<file path="config.mk">
export PLATFORM = sky130hd
export DESIGN_NAME = pcbwm_fifo
export DESIGN_NICKNAME = d
export VERILOG_FILES = /design/src/hdl/pcbwm_fifo.sv
export SDC_FILE = /design/constraint.sdc
export NUM_CORES = 1
export LEC_CHECK = 0
export BUFFER_PORTS_ARGS = -buffer_cell sky130_fd_sc_hd__buf_2
export CAP_MARGIN = 40
export CELL_PAD_IN_SITES_DETAIL_PLACEMENT = 1
export CELL_PAD_IN_SITES_GLOBAL_PLACEMENT = 1
export CORE_UTILIZATION = 43
export CTS_CLUSTER_DIAMETER = 80
export CTS_CLUSTER_SIZE = 40
export DETAILED_ROUTE_END_ITERATION = 8
export GPL_ROUTABILITY_DRIVEN = 0
export HOLD_SLACK_MARGIN = 0.08
export PLACE_DENSITY_LB_ADDON = 0.1
export SYNTH_ARGS = -nofsm -noshare
export SYNTH_HDL_FRONTEND = slang
export SYNTH_SLANG_ARGS = --single-unit
</file>
<file path="constraint.sdc">
create_clock -name clk -period 4.2 [get_ports clk]
set_input_delay 0.63 -clock clk [delete_from_list [all_inputs] [get_ports clk]]
set_output_delay 0.63 -clock clk [all_outputs]
set_load 0.03 [all_outputs]
</file>
<file path="src/hdl/pcbwm_fifo.sv">
// ----------------------------------------------------------------------------
// pcbwm_fifo
// small register queue with push/full and pop/empty sides
// ----------------------------------------------------------------------------
module pcbwm_fifo #(
    parameter int WIDTH = 8,
    parameter int DEPTH = 2
) (
    input  logic             clk,
    input  logic             rst_n,
    input  logic             push,
    output logic             full,
    input  logic [WIDTH-1:0] wr_data,
    input  logic             pop,
    output logic             empty,
    output logic [WIDTH-1:0] rd_data
);

    localparam int PTRW = (DEPTH > 1) ? $clog2(DEPTH) : 1;
    localparam int CNTW = $clog2(DEPTH + 1);

    logic [WIDTH-1:0] store_reg [DEPTH];
    logic [PTRW-1:0]  wr_ptr_reg, wr_ptr_next;
    logic [PTRW-1:0]  rd_ptr_reg, rd_ptr_next;
    logic [CNTW-1:0]  cnt_reg, cnt_next;
    logic             do_push;
    logic             do_pop;

    assign full    = (cnt_reg == CNTW'(DEPTH));
    assign empty   = (cnt_reg == '0);
    assign do_push = push && !full;
    assign do_pop  = pop && !empty;
    assign rd_data = store_reg[rd_ptr_reg];

    always_comb
    begin
        wr_ptr_next = wr_ptr_reg;
        rd_ptr_next = rd_ptr_reg;
        cnt_next    = cnt_reg;
        if (do_push)
        begin
            wr_ptr_next = (wr_ptr_reg == PTRW'(DEPTH - 1)) ? '0 : wr_ptr_reg + 1'b1;
        end
        if (do_pop)
        begin
            rd_ptr_next = (rd_ptr_reg == PTRW'(DEPTH - 1)) ? '0 : rd_ptr_reg + 1'b1;
        end
        if (do_push && !do_pop)
        begin
            cnt_next = cnt_reg + 1'b1;
        end
        else if (do_pop && !do_push)
        begin
            cnt_next = cnt_reg - 1'b1;
        end
    end

    always_ff @(posedge clk or negedge rst_n)
    begin
        if (!rst_n)
        begin
            wr_ptr_reg <= '0;
            rd_ptr_reg <= '0;
            cnt_reg    <= '0;
        end
        else
        begin
            wr_ptr_reg <= wr_ptr_next;
            rd_ptr_reg <= rd_ptr_next;
            cnt_reg    <= cnt_next;
        end
    end

    always_ff @(posedge clk)
    begin
        if (do_push)
        begin
            store_reg[wr_ptr_reg] <= wr_data;
        end
    end

endmodule

</file>
==> results by group <==
Route
  – Avg Vias per Cell: between 4 and 5
  – Post-DRT Antenna Nets: 0
  – Via Count: 436
  – Drt total wl: roughly 1200 µm
  – # DRC: 0
  – Post-detailed-route wirelength per cell: 12.4 µm
  – Total iterations of the first detailed-routing run: 2
  – Drt initial violations: 9

STA
  – Finish-stage setup viols: 0
  – Fin crit share: 48.9%
  – Fin Hold WS: 0.130 ns
  – Hold Fails Final Rpt: 0
  – Max-slew violation count: 0
  – Fmax: between 400 and 500 MHz
  – RSZ-0062 raised after global routing: no
  – Rel. slew slack: roughly 54%
  – Worst-margin pin slew: 0.694 ns
  – Crit path time final: 2.05 ns
  – Sum of negative setup slack: 0 ns
  – Worst Skew: 0.00246 ns

Global routing
  – Vias in the first global route: 395
  – Initial antenna violation count: 0
  – First-pass GRT wire length: 1780 µm
  – Gr usage total: between 10% and 20%
  – Grt ovf: 0
  – Largest net degree at the start of global routing: 12

Clock tree
  – Worst skew pair latency: 0.28 ns
  – Setup fix buffers added after clock tree synthesis: 0
  – CTS buffer count: 3
  – Clock sink total: 20
  – Clock-pin slew on the worst setup and hold paths: 0.10 ns
  – Max clock buf depth: 2
  – Post-cts hold buffer count: 0
  – Post-cts resize count: 0
  – CTS tree: done
  – H-tree depth: 1
  – Root Buffer Master: clkbuf_4

Setup path
  – Reg2reg start: cnt_reg[0]
  – Worst Path Max Fanout: 9
  – Crit path DAT: between 1 and 1.5 ns
  – R2R depth: 3
  – Critical Path Sink Type: primary output
  – Critical path data required time: about 3.6 ns
  – Max incr delay on CP: 0.59 ns
  – Critical path class: register to primary output
  – R2R setup slack: 2.54 ns
  – CP Capture Point: rd_data[7]
  – CP startpoint: rd_ptr_reg
  – Slowest CP cell: dfrtp_1
  – Crit path cell chain: mux2_2, buf_2
  – Reg2reg end: store_reg[0][5]
  – Kind of start point of the critical path: register

Outcome
  – Outcome: finished clean

Synthesis
  – Multiplexer area fraction after synthesis: 11.5%
  – Share of the synthesized area in the top cell type: 61.4%
  – Synth Area in Compound Gates: less than 1%
  – Main combinational cell family by area after synthesis: multiplexers
  – Synthesized area per cell: 17.8 µm²
  – Register area share after synthesis: about three quarters
  – Synthesis Warnings: 0
  – Mapped Area: between 700 and 800 µm²
  – Seq cells post-synth: 20
  – Cell type with the largest total area after synthesis: edfxtp_1
  – XOR/XNOR share of the synthesized area: under 10%
  – Adder-Cell Fraction of Synth Area: 1.60%
  – Distinct cells, synth: 15
  – Post-synthesis simple-gate area fraction: 3.84%
  – Largest cells by area after synthesis: edfxtp_1 61%, dfrtp_1 13%, mux2_1 8.6%
  – Post-synth net total: 57
  – Post-synthesis cell count: 44

Power and ir drop
  – Cell internal pwr: 417 µW
  – Sequential group share of total power: 47.1%
  – Switching Share: 38.7%
  – Worst VDD drop: 371 µV
  – Clock network power share: 13.0%
  – Leak: between 0.0003 and 0.0004 µW
  – Sw power: roughly 260 µW
  – Pwr Density: 723 nW/µm²
  – Gate power share: 39.8%

Worst hold path
  – Worst hold path class: primary input to asynchronous set/reset pin

Floorplan
  – Die area: 1990 µm²
  – Die Width: 44.6 µm
  – Die Y: roughly 45 µm
  – # rows: 15
  – Ports: 22
  – Core area: between 1500 and 2000 µm²
  – Starting Density: between 40% and 50%

Final layout
  – Synthesis-to-finish area growth: 20.2%
  – # fillers: 175
  – Max reg flops: 16
  – Util after Layout: between 50 and 60%
  – Nets: 82
  – Post-route cell area: 940 µm²
  – Multi-input logic area: 189 µm²
  – Reg area: 581 µm²
  – N_diodes: 0
  – Layout cells sized above 1: between 40% and 50%

Place
  – PortBufs: 21
  – Hpwl dp: 892 µm
  – Placed cell area: 913 µm²

Flow run
  – Max_cap viols: 0
per-stage QoR:
step	power, µW	setup WS [ns]	instances
2_1_floorplan	527	2.62	44
3_3_place_gp	590	2.47	89
3_5_place_dp	601	2.43	89
4_1_cts	691	2.11	93
5_1_grt	716	2.08	93
6_report	679	2.15	93
cell usage after synthesis:
| library cell | instances |
|---|---|
| and3_1 | 1 |
| inv_1 | 2 |
| xor2_1 | 2 |
| dfrtp_1 | 4 |
| o21ai_1 | 1 |
| ha_1 | 1 |
| nand2_2 | 1 |
| xnor2_1 | 2 |
| mux2_1 | 6 |
| nor2_1 | 3 |
| buf_2 | 1 |
| mux2_2 | 2 |
| xnor2_2 | 1 |
| nand2b_1 | 1 |
| edfxtp_1 | 16 |
per-layer routing:
layer  GRT usage (%)  vias up  wire, µm
met5               0        -         0
met4            3.64        0         0
met3            5.31        0        62
met2            22.4       13       593
met1            15.2      217       495
li1                -      206         -
cell type report:
type / count / share of cell area [%]
clock buffers: 4 / 2.80
multi-input cells: 21 / 20.1
flip-flops and latches: 20 / 61.8
inverters: 2 / 0.799
well taps: 25 / 3.33
repair buffers: 21 / 11.2
power groups by stage:
stage          Clock, µW  Combinational, µW  Sequential (µW)
6_report            88.5                271              320
5_1_grt             99.9                290              327
4_1_cts             92.8                276              322
3_5_place_dp           0                275              326
3_3_place_gp           0                266              323
2_1_floorplan          0                225              302
worst max-delay path, delay by kind of cell (launching register included):
| family | cells | cell delay (ns) |
|---|---|---|
| buffers and inverters | 1 | 0.18 |
| muxes | 1 | 0.38 |
| DFF | 1 | 0.59 |
worst min path at each step:
stage                     startpoint          to  slack [ns]
after floorplan                rst_n  cnt_reg[0]        0.33
after global placement         rst_n  cnt_reg[1]        0.44
after detailed placement       rst_n  cnt_reg[1]        0.44
after CTS                      rst_n  cnt_reg[1]        0.12
after global routing           rst_n  cnt_reg[1]        0.11
final                          rst_n  cnt_reg[1]        0.13
cells in the final DEF (no fill, tap or decap), types with 2 or more instances in the layout:
master / instances
buf_2: 21
dfrtp_1: 4
mux2_1: 6
nor2_1: 3
xor2_1: 2
clkbuf_4: 3
mux2_2: 2
edfxtp_1: 16
inv_1: 2
xnor2_1: 2
cells by family after synthesis:
kind of cell | count (synthesis)
fa+ha+maj | 1
buf+inv | 3
mux | 8
compound gates | 1
simple gates | 6
flops | 20
xor+xnor | 5
Power figures use the tool's default switching activity.
